File: src/sv/polynomial_add_multiply_unit_assert.svh
// ---------------------------------------------------------------------------
// Assertion macros for the polynomial add / multiply unit.
// Each macro expects clk and rst_n to be visible where it is used.
// ---------------------------------------------------------------------------
`ifndef POLYNOMIAL_ADD_MULTIPLY_UNIT_ASSERT_SVH
`define POLYNOMIAL_ADD_MULTIPLY_UNIT_ASSERT_SVH

// Condition that must hold at every clock edge out of reset.
`define PAM_ASSERT_ALWAYS(lbl, expr, msg) \
    lbl: assert property (@(posedge clk) disable iff (!rst_n) (expr)) else $error(msg);

// Consequence that must hold in the same cycle as the antecedent.
`define PAM_ASSERT_IMPL(lbl, ante, cons, msg) \
    lbl: assert property (@(posedge clk) disable iff (!rst_n) (ante) |-> (cons)) \
        else $error(msg);

// Consequence that must hold in the cycle after the antecedent.
`define PAM_ASSERT_NEXT(lbl, ante, cons, msg) \
    lbl: assert property (@(posedge clk) disable iff (!rst_n) (ante) |=> (cons)) \
        else $error(msg);

`endif

File: src/sv/pam_pkg.sv
// ---------------------------------------------------------------------------
// pam_pkg
// Sizes, command codes, control word layout and microcode ROM of the
// polynomial add / multiply unit.
// ---------------------------------------------------------------------------
`default_nettype none

package pam_pkg;

    localparam int MAX_TERMS = 32;
    localparam int COEF_BITS = 16;

    localparam int CMD_W     = 2;
    localparam int IN_COEF_W = 16;
    localparam int RES_W     = 37;
    localparam int EXP_W     = 6;

    localparam int ADDR_W = (MAX_TERMS > 1) ? $clog2(MAX_TERMS) : 1;
    localparam int CNT_W  = $clog2(MAX_TERMS + 1);
    localparam int PROD_W = 2 * COEF_BITS;
    localparam int UPC_W  = 3;

    typedef enum logic [CMD_W-1:0] {
        CMD_APPEND_FIRST  = 2'd0,
        CMD_APPEND_SECOND = 2'd1,
        CMD_COMPUTE       = 2'd2,
        CMD_CLEAR         = 2'd3
    } cmd_t;

    // A step waits on its hold condition before its operations fire.
    typedef enum logic [1:0] {
        HOLD_NONE = 2'd0,
        HOLD_IN   = 2'd1,
        HOLD_PIPE = 2'd2,
        HOLD_OUT  = 2'd3
    } hold_t;

    typedef enum logic [2:0] {
        J_NEVER       = 3'd0,
        J_ALWAYS      = 3'd1,
        J_NOT_COMPUTE = 3'd2,
        J_EMPTY       = 3'd3,
        J_MORE_J      = 3'd4,
        J_LAST_TERM   = 3'd5
    } jcond_t;

    typedef struct packed {
        logic accept;
        logic init_i;
        logic init_term;
        logic issue;
        logic emit_acc;
        logic emit_zero;
    } ops_t;

    typedef struct packed {
        hold_t              hold;
        jcond_t             jcond;
        logic [UPC_W-1:0]   target;
        ops_t               ops;
    } uword_t;

    typedef struct packed {
        logic in_valid;
        logic not_compute;
        logic empty;
        logic more_j;
        logic last_term;
        logic pipe_empty;
        logic out_free;
    } sts_t;

    localparam logic [UPC_W-1:0] STEP_IDLE  = 3'd0;
    localparam logic [UPC_W-1:0] STEP_START = 3'd1;
    localparam logic [UPC_W-1:0] STEP_TERM  = 3'd2;
    localparam logic [UPC_W-1:0] STEP_ISSUE = 3'd3;
    localparam logic [UPC_W-1:0] STEP_DRAIN = 3'd4;
    localparam logic [UPC_W-1:0] STEP_EMIT  = 3'd5;
    localparam logic [UPC_W-1:0] STEP_NEXT  = 3'd6;
    localparam logic [UPC_W-1:0] STEP_EMPTY = 3'd7;

    localparam ops_t OPS_NONE      = '{default: 1'b0};
    localparam ops_t OPS_ACCEPT    = '{accept: 1'b1, default: 1'b0};
    localparam ops_t OPS_INIT_I    = '{init_i: 1'b1, default: 1'b0};
    localparam ops_t OPS_INIT_TERM = '{init_term: 1'b1, default: 1'b0};
    localparam ops_t OPS_ISSUE     = '{issue: 1'b1, default: 1'b0};
    localparam ops_t OPS_EMIT_ACC  = '{emit_acc: 1'b1, default: 1'b0};
    localparam ops_t OPS_EMIT_ZERO = '{emit_zero: 1'b1, default: 1'b0};

    // Microcode ROM: one control word per step.
    function automatic uword_t ucode(input logic [UPC_W-1:0] upc);
        uword_t w;
        case (upc)
            STEP_IDLE:  w = '{hold: HOLD_IN,   jcond: J_NOT_COMPUTE, target: STEP_IDLE,
                              ops: OPS_ACCEPT};
            STEP_START: w = '{hold: HOLD_NONE, jcond: J_EMPTY,       target: STEP_EMPTY,
                              ops: OPS_INIT_I};
            STEP_TERM:  w = '{hold: HOLD_NONE, jcond: J_NEVER,       target: STEP_IDLE,
                              ops: OPS_INIT_TERM};
            STEP_ISSUE: w = '{hold: HOLD_NONE, jcond: J_MORE_J,      target: STEP_ISSUE,
                              ops: OPS_ISSUE};
            STEP_DRAIN: w = '{hold: HOLD_PIPE, jcond: J_NEVER,       target: STEP_IDLE,
                              ops: OPS_NONE};
            STEP_EMIT:  w = '{hold: HOLD_OUT,  jcond: J_LAST_TERM,   target: STEP_IDLE,
                              ops: OPS_EMIT_ACC};
            STEP_NEXT:  w = '{hold: HOLD_NONE, jcond: J_ALWAYS,      target: STEP_ISSUE,
                              ops: OPS_INIT_TERM};
            STEP_EMPTY: w = '{hold: HOLD_OUT,  jcond: J_ALWAYS,      target: STEP_IDLE,
                              ops: OPS_EMIT_ZERO};
            default:    w = '{hold: HOLD_IN,   jcond: J_NOT_COMPUTE, target: STEP_IDLE,
                              ops: OPS_ACCEPT};
        endcase
        return w;
    endfunction

endpackage

`default_nettype wire

File: src/sv/pam_if.sv
// ---------------------------------------------------------------------------
// pam_if
// Valid/ready channels of the polynomial add / multiply unit: the command
// word going in and the result term word coming out.
// ---------------------------------------------------------------------------
`default_nettype none

interface pam_in_if;
    logic                                   valid;
    logic                                   ready;
    logic [pam_pkg::CMD_W-1:0]              cmd;
    logic signed [pam_pkg::IN_COEF_W-1:0]   coefficient;

    modport source (output valid, output cmd, output coefficient, input ready);
    modport sink   (input valid, input cmd, input coefficient, output ready);
endinterface

interface pam_out_if;
    logic                               valid;
    logic                               ready;
    logic signed [pam_pkg::RES_W-1:0]   result_coefficient;
    logic [pam_pkg::EXP_W-1:0]          exponent;
    logic                               last;

    modport source (output valid, output result_coefficient, output exponent,
                    output last, input ready);
    modport sink   (input valid, input result_coefficient, input exponent,
                    input last, output ready);
endinterface

`default_nettype wire

File: src/sv/pam_ram.sv
// ---------------------------------------------------------------------------
// pam_ram
// Generic single-write, single-read RAM with registered read data.
// ---------------------------------------------------------------------------
`default_nettype none

module pam_ram #(
    parameter int WIDTH = 16,
    parameter int DEPTH = 32,
    localparam int AW = (DEPTH > 1) ? $clog2(DEPTH) : 1
) (
    input  wire logic             clk,
    input  wire logic             we,
    input  wire logic [AW-1:0]    waddr,
    input  wire logic [WIDTH-1:0] wdata,
    input  wire logic             re,
    input  wire logic [AW-1:0]    raddr,
    output      logic [WIDTH-1:0] rdata
);

    logic [WIDTH-1:0] mem [DEPTH];

    always_ff @(posedge clk)
    begin
        if (we)
        begin
            mem[waddr] <= wdata;
        end
        if (re)
        begin
            rdata <= mem[raddr];
        end
    end

endmodule

`default_nettype wire

File: src/sv/pam_seq.sv
// ---------------------------------------------------------------------------
// pam_seq
// Microcode sequencer: step counter, ROM lookup, hold and branch logic.
// ---------------------------------------------------------------------------
`default_nettype none

module pam_seq (
    input  wire logic          clk,
    input  wire logic          rst_n,
    input  wire pam_pkg::sts_t sts,
    output      pam_pkg::ops_t ops,
    output      logic          ready
);
    import pam_pkg::*;

    logic [UPC_W-1:0] upc_reg;
    logic [UPC_W-1:0] upc_next;
    uword_t           word;
    logic             go;
    logic             jump;

    assign word  = ucode(upc_reg);
    assign ready = word.ops.accept;

    always_comb
    begin
        case (word.hold)
            HOLD_NONE: go = 1'b1;
            HOLD_IN:   go = sts.in_valid;
            HOLD_PIPE: go = sts.pipe_empty;
            HOLD_OUT:  go = sts.out_free;
            default:   go = 1'b0;
        endcase

        case (word.jcond)
            J_NEVER:       jump = 1'b0;
            J_ALWAYS:      jump = 1'b1;
            J_NOT_COMPUTE: jump = sts.not_compute;
            J_EMPTY:       jump = sts.empty;
            J_MORE_J:      jump = sts.more_j;
            J_LAST_TERM:   jump = sts.last_term;
            default:       jump = 1'b0;
        endcase

        if (!go)
        begin
            upc_next = upc_reg;
        end
        else if (jump)
        begin
            upc_next = word.target;
        end
        else
        begin
            upc_next = upc_reg + UPC_W'(1);
        end

        ops = go ? word.ops : OPS_NONE;
    end

    always_ff @(posedge clk or negedge rst_n)
    begin
        if (!rst_n)
        begin
            upc_reg <= STEP_IDLE;
        end
        else
        begin
            upc_reg <= upc_next;
        end
    end

endmodule

`default_nettype wire

File: src/sv/pam_datapath.sv
// ---------------------------------------------------------------------------
// pam_datapath
// Coefficient stores, term index counters, multiply-accumulate pipeline and
// the result output register.
// ---------------------------------------------------------------------------
`default_nettype none
`include "polynomial_add_multiply_unit_assert.svh"

module pam_datapath (
    input  wire logic                                 clk,
    input  wire logic                                 rst_n,
    input  wire logic                                 cfg_we,
    input  wire logic                                 cfg_wdata,
    input  wire pam_pkg::ops_t                        ops,
    output      pam_pkg::sts_t                        sts,
    input  wire logic                                 in_valid,
    input  wire logic [pam_pkg::CMD_W-1:0]            in_cmd,
    input  wire logic signed [pam_pkg::IN_COEF_W-1:0] in_coef,
    input  wire logic                                 out_ready,
    output      logic                                 out_valid,
    output      logic signed [pam_pkg::RES_W-1:0]     out_coef,
    output      logic [pam_pkg::EXP_W-1:0]            out_exp,
    output      logic                                 out_last
);
    import pam_pkg::*;

    logic                     mode_reg;
    logic [CNT_W-1:0]         a_cnt_reg;
    logic [CNT_W-1:0]         b_cnt_reg;
    logic [EXP_W-1:0]         i_reg;
    logic [ADDR_W-1:0]        j_reg;
    logic [ADDR_W-1:0]        jhi_reg;
    logic                     p1_valid_reg;
    logic                     p1_va_reg;
    logic                     p1_vb_reg;
    logic                     p2_valid_reg;
    logic signed [PROD_W-1:0] prod_reg;
    logic signed [RES_W-1:0]  acc_reg;
    logic                     out_valid_reg;
    logic signed [RES_W-1:0]  out_coef_reg;
    logic [EXP_W-1:0]         out_exp_reg;
    logic                     out_last_reg;

    logic signed [COEF_BITS-1:0] coef_in;
    logic                        a_we;
    logic                        b_we;
    logic [ADDR_W-1:0]           addr_b;
    logic [COEF_BITS-1:0]        ra;
    logic [COEF_BITS-1:0]        rb;
    logic signed [COEF_BITS-1:0] ra_s;
    logic signed [COEF_BITS-1:0] rb_s;
    logic signed [COEF_BITS:0]   sum_ab;
    logic [EXP_W:0]              aw;
    logic [EXP_W:0]              bw;
    logic [EXP_W:0]              iw;
    logic [EXP_W:0]              t_last;
    logic [EXP_W:0]              jlo_mul;
    logic [EXP_W:0]              jhi_mul;
    logic [ADDR_W-1:0]           term_jlo;
    logic [ADDR_W-1:0]           term_jhi;
    logic                        out_free;

    assign coef_in = COEF_BITS'(in_coef);
    assign a_we = ops.accept && (in_cmd == CMD_APPEND_FIRST)
                  && (a_cnt_reg < CNT_W'(MAX_TERMS));
    assign b_we = ops.accept && (in_cmd == CMD_APPEND_SECOND)
                  && (b_cnt_reg < CNT_W'(MAX_TERMS));

    // In multiply mode the second store is read at i - j; in add mode both
    // stores are read at the term index itself.
    assign addr_b = mode_reg ? ADDR_W'(i_reg - EXP_W'(j_reg)) : j_reg;

    pam_ram #(.WIDTH(COEF_BITS), .DEPTH(MAX_TERMS)) u_first_ram (
        .clk   (clk),
        .we    (a_we),
        .waddr (a_cnt_reg[ADDR_W-1:0]),
        .wdata (coef_in),
        .re    (ops.issue),
        .raddr (j_reg),
        .rdata (ra)
    );

    pam_ram #(.WIDTH(COEF_BITS), .DEPTH(MAX_TERMS)) u_second_ram (
        .clk   (clk),
        .we    (b_we),
        .waddr (b_cnt_reg[ADDR_W-1:0]),
        .wdata (coef_in),
        .re    (ops.issue),
        .raddr (addr_b),
        .rdata (rb)
    );

    assign ra_s = signed'(ra);
    assign rb_s = signed'(rb);
    assign sum_ab = (p1_va_reg ? (COEF_BITS+1)'(ra_s) : '0)
                  + (p1_vb_reg ? (COEF_BITS+1)'(rb_s) : '0);

    always_comb
    begin
        aw = (EXP_W+1)'(a_cnt_reg);
        bw = (EXP_W+1)'(b_cnt_reg);
        iw = (EXP_W+1)'(i_reg);

        if (mode_reg)
        begin
            t_last = aw + bw - (EXP_W+1)'(2);
        end
        else
        begin
            t_last = ((aw > bw) ? aw : bw) - (EXP_W+1)'(1);
        end

        // Products of term i pair first[j] with second[i - j] for every j
        // that keeps both indexes inside their polynomials.
        jlo_mul = (iw >= bw) ? (iw - bw + (EXP_W+1)'(1)) : '0;
        jhi_mul = (iw < aw) ? iw : (aw - (EXP_W+1)'(1));
        term_jlo = mode_reg ? ADDR_W'(jlo_mul) : ADDR_W'(i_reg);
        term_jhi = mode_reg ? ADDR_W'(jhi_mul) : ADDR_W'(i_reg);

        out_free = !out_valid_reg || out_ready;

        sts.in_valid    = in_valid;
        sts.not_compute = (in_cmd != CMD_COMPUTE);
        sts.empty       = mode_reg ? ((a_cnt_reg == '0) || (b_cnt_reg == '0))
                                   : ((a_cnt_reg == '0) && (b_cnt_reg == '0));
        sts.more_j      = (j_reg != jhi_reg);
        sts.last_term   = (iw == t_last);
        sts.pipe_empty  = !p1_valid_reg && !p2_valid_reg;
        sts.out_free    = out_free;
    end

    always_ff @(posedge clk or negedge rst_n)
    begin
        if (!rst_n)
        begin
            mode_reg      <= 1'b1;
            a_cnt_reg     <= '0;
            b_cnt_reg     <= '0;
            p1_valid_reg  <= 1'b0;
            p2_valid_reg  <= 1'b0;
            out_valid_reg <= 1'b0;
        end
        else
        begin
            if (cfg_we)
            begin
                mode_reg <= cfg_wdata;
            end

            if (ops.accept && (in_cmd == CMD_CLEAR))
            begin
                a_cnt_reg <= '0;
                b_cnt_reg <= '0;
            end
            else
            begin
                if (a_we)
                begin
                    a_cnt_reg <= a_cnt_reg + CNT_W'(1);
                end
                if (b_we)
                begin
                    b_cnt_reg <= b_cnt_reg + CNT_W'(1);
                end
            end

            p1_valid_reg <= ops.issue;
            p2_valid_reg <= p1_valid_reg;

            if (ops.emit_acc || ops.emit_zero)
            begin
                out_valid_reg <= 1'b1;
            end
            else if (out_ready)
            begin
                out_valid_reg <= 1'b0;
            end
        end
    end

    always_ff @(posedge clk)
    begin
        if (ops.init_i)
        begin
            i_reg <= '0;
        end
        else if (ops.emit_acc)
        begin
            i_reg <= i_reg + EXP_W'(1);
        end

        if (ops.init_term)
        begin
            j_reg   <= term_jlo;
            jhi_reg <= term_jhi;
        end
        else if (ops.issue)
        begin
            j_reg <= j_reg + ADDR_W'(1);
        end

        if (ops.issue)
        begin
            p1_va_reg <= mode_reg || (iw < aw);
            p1_vb_reg <= mode_reg || (iw < bw);
        end

        if (p1_valid_reg)
        begin
            prod_reg <= mode_reg ? (ra_s * rb_s) : PROD_W'(sum_ab);
        end

        if (ops.init_term)
        begin
            acc_reg <= '0;
        end
        else if (p2_valid_reg)
        begin
            acc_reg <= acc_reg + RES_W'(prod_reg);
        end

        if (ops.emit_acc)
        begin
            out_coef_reg <= acc_reg;
            out_exp_reg  <= i_reg;
            out_last_reg <= sts.last_term;
        end
        else if (ops.emit_zero)
        begin
            out_coef_reg <= '0;
            out_exp_reg  <= '0;
            out_last_reg <= 1'b1;
        end
    end

    assign out_valid = out_valid_reg;
    assign out_coef  = out_coef_reg;
    assign out_exp   = out_exp_reg;
    assign out_last  = out_last_reg;

    `PAM_ASSERT_ALWAYS(count_in_range, (a_cnt_reg <= CNT_W'(MAX_TERMS)) && (b_cnt_reg <= CNT_W'(MAX_TERMS)), "store count beyond depth")
    `PAM_ASSERT_IMPL(emit_after_drain, ops.emit_acc, !p1_valid_reg && !p2_valid_reg, "term emitted before accumulation finished")
    `PAM_ASSERT_NEXT(issue_feeds_pipe, ops.issue, p1_valid_reg, "issued read did not enter the pipeline")
    `PAM_ASSERT_IMPL(issue_within_range, ops.issue, j_reg <= jhi_reg, "product index beyond its upper bound")

endmodule

`default_nettype wire

File: src/sv/polynomial_add_multiply_unit.sv
// ---------------------------------------------------------------------------
// polynomial_add_multiply_unit
// Two coefficient stores with a microcoded add / convolution engine.
// ---------------------------------------------------------------------------
// Usage:
// Each word on the command channel either appends a signed coefficient to
// the first or second polynomial (next higher power), clears both, or asks
// for a result. Appends past the store depth are dropped. Append and clear
// words are taken without leaving the idle step. A compute word emits one
// result word per term on the result channel, lowest power first, with the
// highest term marked last; an empty result is a single zero term marked
// last. cfg_we/cfg_wdata select addition (0) or multiplication (1) and are
// to be written while idle; the block itself does not enforce this.
// Sequence: the sequencer starts a result in its start and term steps, then
// per term issues one product read from the stores per cycle, waits in the
// drain step until the pipeline is empty and emits the term. The store
// read ports feed one multiply-accumulate per cycle.
// The result register holds a term until taken; a stalled receiver holds
// the sequencer at the emit steps only. Reset empties both polynomials and
// selects multiply mode; no clearing pass follows reset.
// ---------------------------------------------------------------------------
`default_nettype none

module polynomial_add_multiply_unit (
    input  wire logic clk,
    input  wire logic rst_n,
    input  wire logic cfg_we,
    input  wire logic cfg_wdata,
    pam_in_if.sink    command,
    pam_out_if.source result
);
    import pam_pkg::*;

    ops_t ops;
    sts_t sts;
    logic ready;

    pam_seq u_seq (
        .clk   (clk),
        .rst_n (rst_n),
        .sts   (sts),
        .ops   (ops),
        .ready (ready)
    );

    pam_datapath u_datapath (
        .clk       (clk),
        .rst_n     (rst_n),
        .cfg_we    (cfg_we),
        .cfg_wdata (cfg_wdata),
        .ops       (ops),
        .sts       (sts),
        .in_valid  (command.valid),
        .in_cmd    (command.cmd),
        .in_coef   (command.coefficient),
        .out_ready (result.ready),
        .out_valid (result.valid),
        .out_coef  (result.result_coefficient),
        .out_exp   (result.exponent),
        .out_last  (result.last)
    );

    assign command.ready = ready;

endmodule

`default_nettype wire

File: src/flat_wrapper.sv
// flat-port wrapper written by rule: the top's interface ports become plain ports
module polynomial_add_multiply_unit_flat import pam_pkg::*;
  (clk, rst_n, cfg_we, cfg_wdata, command_valid, command_cmd, command_coefficient, command_ready, result_valid, result_result_coefficient, result_exponent, result_last, result_ready);
  pam_in_if command_i ();
  pam_out_if result_i ();
  input  wire logic clk;
  input  wire logic rst_n;
  input  wire logic cfg_we;
  input  wire logic cfg_wdata;
  input wire logic [$bits(command_i.valid)-1:0] command_valid;
  input wire logic [$bits(command_i.cmd)-1:0] command_cmd;
  input wire logic [$bits(command_i.coefficient)-1:0] command_coefficient;
  output wire logic [$bits(command_i.ready)-1:0] command_ready;
  output wire logic [$bits(result_i.valid)-1:0] result_valid;
  output wire logic [$bits(result_i.result_coefficient)-1:0] result_result_coefficient;
  output wire logic [$bits(result_i.exponent)-1:0] result_exponent;
  output wire logic [$bits(result_i.last)-1:0] result_last;
  input wire logic [$bits(result_i.ready)-1:0] result_ready;
  assign command_i.valid = command_valid;
  assign command_i.cmd = command_cmd;
  assign command_i.coefficient = command_coefficient;
  assign command_ready = command_i.ready;
  assign result_valid = result_i.valid;
  assign result_result_coefficient = result_i.result_coefficient;
  assign result_exponent = result_i.exponent;
  assign result_last = result_i.last;
  assign result_i.ready = result_ready;
  polynomial_add_multiply_unit u_core (.clk(clk), .rst_n(rst_n), .cfg_we(cfg_we), .cfg_wdata(cfg_wdata), .command(command_i), .result(result_i));
endmodule
File: config.mk
export PLATFORM = sky130hd
export DESIGN_NAME = polynomial_add_multiply_unit_flat
export DESIGN_NICKNAME = d
export VERILOG_FILES = /design/src/sv/pam_pkg.sv /design/src/sv/pam_if.sv /design/src/sv/pam_ram.sv /design/src/sv/pam_seq.sv /design/src/sv/pam_datapath.sv /design/src/sv/polynomial_add_multiply_unit.sv /design/src/flat_wrapper.sv
export VERILOG_INCLUDE_DIRS = /design/src /design/src/sv
export SDC_FILE = /design/constraint.sdc
export NUM_CORES = 2
export LEC_CHECK = 0
export ABC_CLOCK_PERIOD_IN_PS = 6890
export BUFFER_PORTS_ARGS = -buffer_cell sky130_fd_sc_hd__buf_2
export CAP_MARGIN = 10
export CORE_MARGIN = 2
export CORE_UTILIZATION = 50
export CTS_CLUSTER_DIAMETER = 120
export DETAILED_ROUTE_END_ITERATION = 8
export PLACE_DENSITY = 0.68
export SLEW_MARGIN = 20
export SYNTH_ARGS = -nofsm -noshare
export SYNTH_HDL_FRONTEND = slang
export SYNTH_HIERARCHICAL = 1
export SYNTH_SLANG_ARGS = --single-unit
File: constraint.sdc
create_clock -name clk -period 6.89 [get_ports clk]
set_clock_uncertainty 0.1 [all_clocks]
set_input_delay 0 -clock clk [delete_from_list [all_inputs] [get_ports clk]]
set_output_delay 0 -clock clk [all_outputs]
set_load 0.01 [all_outputs]
Yosys cells after proc, flatten, opt, wreduce, memory -nomap -nowiden --
Memory sizes are Yosys's and may differ from the RTL's. A register that Yosys moved wholly into a read port is not among the register bits. Index checks and enable logic that the tools add are counted.
Operators by class: divide/modulo/power cells 0, magnitude comparators 6, shifts and indexed selects 0, add/subtract/negate cells 14, multiplexer cells 33, multipliers 1, reduce and logical (&&, ||, !) cells 24, eq/ne operators 13, bitwise operators 0
Operators with widths (count):
- 37-bit two-way mux | 2
- 6-bit two-way mux | 8
- 37-bit by 32-bit adder with 37-bit output | 1
- 5-bit two-way mux | 7
- 17-bit two-way mux | 2
- 16-bit by 16-bit multiplier with 32-bit output | 1
- 32-bit two-way mux | 1
- 6-bit by 1-bit adder with 6-bit output (second input constant) | 3
- 17-bit adder | 1
- 6-bit logical NOT | 2
- 6-bit less-than comparator | 2
- 6-bit less-than comparator (second input constant) | 2
- 5-bit by 1-bit adder with 5-bit output (second input constant) | 2
- 2-bit nonzero test | 5
- 5-bit subtractor | 2
- 1-bit two-way mux | 9
- 6-bit by 6-bit adder with 7-bit output | 1
- 6-bit by 7-bit == test with 1-bit output | 1
- 1-bit logical AND | 7
- 7-bit two-way mux | 1
- 6-bit by 1-bit subtractor with 7-bit output (second input constant) | 1
- 7-bit by 2-bit subtractor with 7-bit output (second input constant) | 1
- 2-bit == test (second input constant) | 3
- 3-bit by 2-bit == test with 1-bit output (second input constant) | 2
- 15 further kinds | 24
Word-level totals: register bits after elaboration 150, bits in latches 0, memories 3, logic and storage cells 111, memory bits (read-only) 112, output and inout port bits 46, RAM bits 1024, input bits 24
Memory list:
- u_core.u_datapath.u_first_ram.mem | depth 32, bits a word 16, rd ports 1, clocked after Yosys merged registers in 1, write ports 1, RTL line pam_ram.sv:21 | logic [WIDTH-1:0] mem [DEPTH];
- u_core.u_datapath.u_second_ram.mem | depth 32, bits a word 16, rd ports 1, clocked after Yosys merged registers in 1, write ports 1, RTL line pam_ram.sv:21
- (name not given) | depth 8, bits a word 14, rd ports 1, clocked after Yosys merged registers in 0, write ports 0, RTL line pam_pkg.sv:93 | case (upc)

Depth between registers and ports, before layout --
depth in word-level cells 8, gate-level depth with buffers 24, gate-level depth less buffers 23

Modules after synthesis --
Netlist, hierarchy kept.
By module, submodules not included:
- pam_ram | area an instance 20696.1 µm², instances 2, seq. area each 15855.2 µm², cells an instance 1143
- pam_datapath | area an instance 19826.5 µm², instances 1, seq. area each 3905.0 µm², cells an instance 2150
- pam_seq | area an instance 442.9 µm², instances 1, seq. area each 75.1 µm², cells an instance 48

Worst setup path before layout --
No wires, ideal clock.
kind flip-flop to flip-flop, start register u_core.u_datapath.u_first_ram.rdata[15], read port of u_core.u_datapath.u_first_ram.mem, end register u_core.u_datapath.prod_reg[30], data pin, data arrival time 6.277 ns, period minus slack after synthesis 6.648 ns, slack 0.242 ns, required time 6.520 ns, path buffers 1, stages on the path, launching flop included 24, setup time 0.270 ns, path through edfxtp_1 -> clkbuf_1 -> nand2_1 -> inv_1 -> fa_1 -> inv_1 -> fa_1 -> inv_1 -> fa_1 -> fa_1 -> fa_1 -> inv_1 -> fa_1 -> inv_1 -> ha_1 -> a21o_1 -> a21o_1 -> a221o_1 -> a311oi_1 -> nor2_1 -> a211o_1 -> a41oi_1 -> xor2_1 -> o21ai_0
On the way: longest elaborated chain between the ends 3, elaborated cells between the ends (all ways) 4, those cells by class 1 x add/sub; 1 x mul; 2 x mux
Ends and longest elaborated chain:
- from (decl) | RTL line pam_ram.sv:18 | output logic [WIDTH-1:0] rdata
- branches (longest 2 deep; another with 16-bit by 16-bit multiplier with 32-bit output)
- 32-bit two-way mux * | RTL line pam_datapath.sv:210 | prod_reg <= mode_reg ? (ra_s * rb_s) : PROD_W'(sum_ab);
- to (signal assigned) | RTL line pam_datapath.sv:210
- to (decl) | RTL line pam_datapath.sv:37 | logic signed [PROD_W-1:0] prod_reg;
Mark *: on every way between the ends. A chain may end at the register's enable or synchronous reset.

Worst setup path in the final report --
start register u_core.u_datapath.u_second_ram.rdata[6], read port of u_core.u_datapath.u_second_ram.mem, end register u_core.u_datapath.prod_reg[30], data pin
On the way: longest elaborated chain between the ends 3, elaborated cells between the ends (all ways) 4, those cells by class 1 x add/sub; 1 x mul; 2 x mux
Ends and longest elaborated chain (RTL line):
- from (decl) | pam_ram.sv:18
- branches (longest 2 deep; another with 16-bit by 16-bit multiplier with 32-bit output)
- 32-bit two-way mux * | pam_datapath.sv:210
Marked as above.

==> impl_metrics.ini <==
[worst_setup_path]
cp.arrival_ns = 6.99
reg2reg_to = u_core/u_datapath/prod_reg[30]$_DFFE_PP_
r2r_cells = 22
cp.required_ns = 7.25
r2r_slack_ns = 0.27
crit_fanout = 7
cp-end-kind = flip-flop
start_kind = flip-flop
path_class = reg -> reg
r2r-start = u_core/u_datapath/u_second_ram/rdata[6]$_DFFE_PP_

[timing]
tightest_slew_ns = 1.10
setup_viol = 0
hold_viol_final = 0
tns_ns = 0
final.min_clock_period_ns = 6.62
drv_slew = 0
worst_slack_ns = 0.267
timing.slew.headroom = 0.265
rsz0062_at_grt = no
clock.fmax_ghz = 0.151
min_period_over_period = 0.961

[synth]
ys.warnings.count = 6
ys.flop_type = edfxtp_1
synth.cell_area_sq_um = 61700
synth.largest_area_cell = edfxtp_1
synth_edf_count = 1144
netlist_top_cells_area = edfxtp_1, mux2i_1, fa_1
syn_avg_cell_area_sq_um = 13.8
ys_seq_elements = 1206
netlist_instances = 4484
syn-num-nets = 4960
synthArstFlopShare = 0.0158
synth_cell_types = 81
synth_top_cell_area_share = 0.557
synth.yosys.seq_area_share = 0.579

[final_layout]
layout.nets = 5165
areaGrowthSynthToFinish_pct = 11.3
reg_top3 = u_core/u_datapath/u_first_ram/mem x512, u_core/u_datapath/u_second_ram/mem x512
drive_gt1_frac = 0.103
final_core_util = 0.562

[floorplanning]
start_util = 0.505
die_area_sq_um = 126000
io_pins = 70
core_sq_um = 122000
rows = 128
die_y_um = 355
die_w_um = 355

[global_routing]
grt_max_degree = 130
grtUsageTotal = 0.230
grt_pass1_vias = 36700
gr-total-overflow = 0
antenna_found_initial = 5
grt_pass1_wl_um = 220000

[hold_path]
hold_start = command_valid
hold_depth = 5
min_to = u_core/u_seq/upc_reg[1]$_DFFE_PN0P_
hold_path_class = in -> reg

[clock_network]
clock_latency_ns = 0.76
clk_pin_slew_worst_paths_ns = 0.06
clock_sinks = 1206
cts_tree = yes
clockRootBuffer = clkbuf_16
cts_buffers = 131
htreeDepth = 4
clockBufferDepth = 3

[route]
drt-initial-drc-count = 3221
drt-wirelength-per-cell_um = 22.6
antenna_left = 0
vias_per_cell = 5.71
drtPass1Iterations = 6
vias = 36700
drc_errors = 0
drt-total-wl_um = 145000

[job]
cap_violations = 0

[placement]
gp_congestion = 0.897
dp_slack_ns = 0.0596
numPortBuffers = 69
hpwl_um = 91600

[run_status]
status = finished clean
-- worst max-delay path, stage by stage (launching register included) --
cell      delay (ns)
edfxtp_1        0.45
buf_4           0.20
and2_1          0.17
fa_1            0.54
inv_1           0.05
fa_1            0.49
inv_1           0.05
fa_1            0.53
fa_1            0.45
fa_1            0.54
inv_1           0.05
fa_1            0.53
inv_1           0.04
ha_1            0.30
a21o_1          0.20
a21o_1          0.18
a221o_1         0.34
a311oi_2        0.31
nor2_2          0.11
a211o_1         0.29
a41oi_2         0.18
xor2_1          0.15
o21ai_0         0.08
-- worst max-delay path by stage --
stage,from,to,cells past startpoint
floorplan,u_core/u_datapath/u_first_ram/rdata[15]$_DFFE_PP_,u_core/u_datapath/prod_reg[30]$_DFFE_PP_,23
global placement,u_core/u_datapath/u_first_ram/rdata[15]$_DFFE_PP_,u_core/u_datapath/prod_reg[30]$_DFFE_PP_,22
detailed placement,u_core/u_datapath/u_first_ram/rdata[6]$_DFFE_PP_,u_core/u_datapath/prod_reg[30]$_DFFE_PP_,21
CTS,u_core/u_datapath/u_first_ram/rdata[6]$_DFFE_PP_,u_core/u_datapath/prod_reg[30]$_DFFE_PP_,21
global route,u_core/u_datapath/u_second_ram/rdata[6]$_DFFE_PP_,u_core/u_datapath/prod_reg[28]$_DFFE_PP_,22
finish,u_core/u_datapath/u_second_ram/rdata[6]$_DFFE_PP_,u_core/u_datapath/prod_reg[30]$_DFFE_PP_,22
-- cells in the final DEF, fill, tap and decap left out, types with 30 or more instances in the layout --
master	synthesis	routed
edfxtp_1	1144	1144
mux2i_1	544	544
inv_1	390	389
fa_1	268	267
nand2_1	262	260
and2_1	202	199
ha_1	184	181
buf_4	40	171
nor2_1	166	156
a21oi_1	152	150
clkbuf_16	0	133
a22oi_1	132	132
nand3_1	95	95
xnor2_1	80	79
o21ai_0	75	74
buf_2	39	70
a22o_1	66	66
nor3_1	53	53
dfxtp_1	43	43
a31oi_1	42	42
nand4_1	40	40
a21o_1	38	38
xor2_1	35	35
clkbuf_1	84	33
nand2b_1	32	32
clkinv_1	1	30
-- metrics by stage --
stage,cell area [sq um],hold slack (ns),instances
2_1_floorplan,61700,-0.396,4484
3_3_place_gp,64000,-0.0946,6133
3_5_place_dp,64000,-0.0759,6133
4_1_cts,68400,0.0597,6400
5_1_grt,68600,0.155,6421
6_report,68600,0.115,6422
-- routing by layer --
metal	vias up	GRT usage	routed length [um]
met3	289	0.0333	8240
met2	1187	0.384	70800
met4	6	0.0802	4820
met1	18500	0.308	61100
met5	-	0	39
li1	16700	-	-
-- cells by family after synthesis --
kind of cell / after synthesis / synth area share
muxes: 548 / 0.0891
AOI/OAI and AO/OA: 623 / 0.0684
adders and majority gates: 452 / 0.124
buffers and inverters: 594 / 0.0458
xor gates and xnor gates: 115 / 0.0163
and+or+nand+nor: 946 / 0.0772
DFF: 1206 / 0.579
-- timing repair --
action | CTS | global route
gates resized for setup | 0 | 15
setup buffers | 0 | 19
endpoints found under the hold margin | 1066 | 18
endpoints found under the setup margin | 0 | 4
hold buffers | 28 | 1
-- cell usage after synthesis, drive strengths merged, types with 18 or more instances --
cell,n
nor3,54
fa,268
xor2,35
dfrtp,18
a22o,66
dfxtp,43
clkbuf,84
edfxtp,1144
nand3,95
a22oi,132
xnor2,80
inv,390
and2,203
nand2,262
nand4,40
mux2i,544
a211oi,20
buf,119
o21ai,77
a21oi,152
nor2,168
ha,184
nand2b,32
a21o,38
a31oi,42
-- layout make-up --
cell class,count,area [sq um]
multi-input cells,2684,23300
inverters,391,1470
clock buffers,167,3470
clock inverters,72,687
fillers,9755,53400
repair buffers,275,2020
well taps,1625,2030
flip-flops and latches,1206,35700
diodes,2,5.00
Power is left out: the tool's default activity adds up to more than one toggle a clock period on the data nets, which glitch-free logic cannot reach.
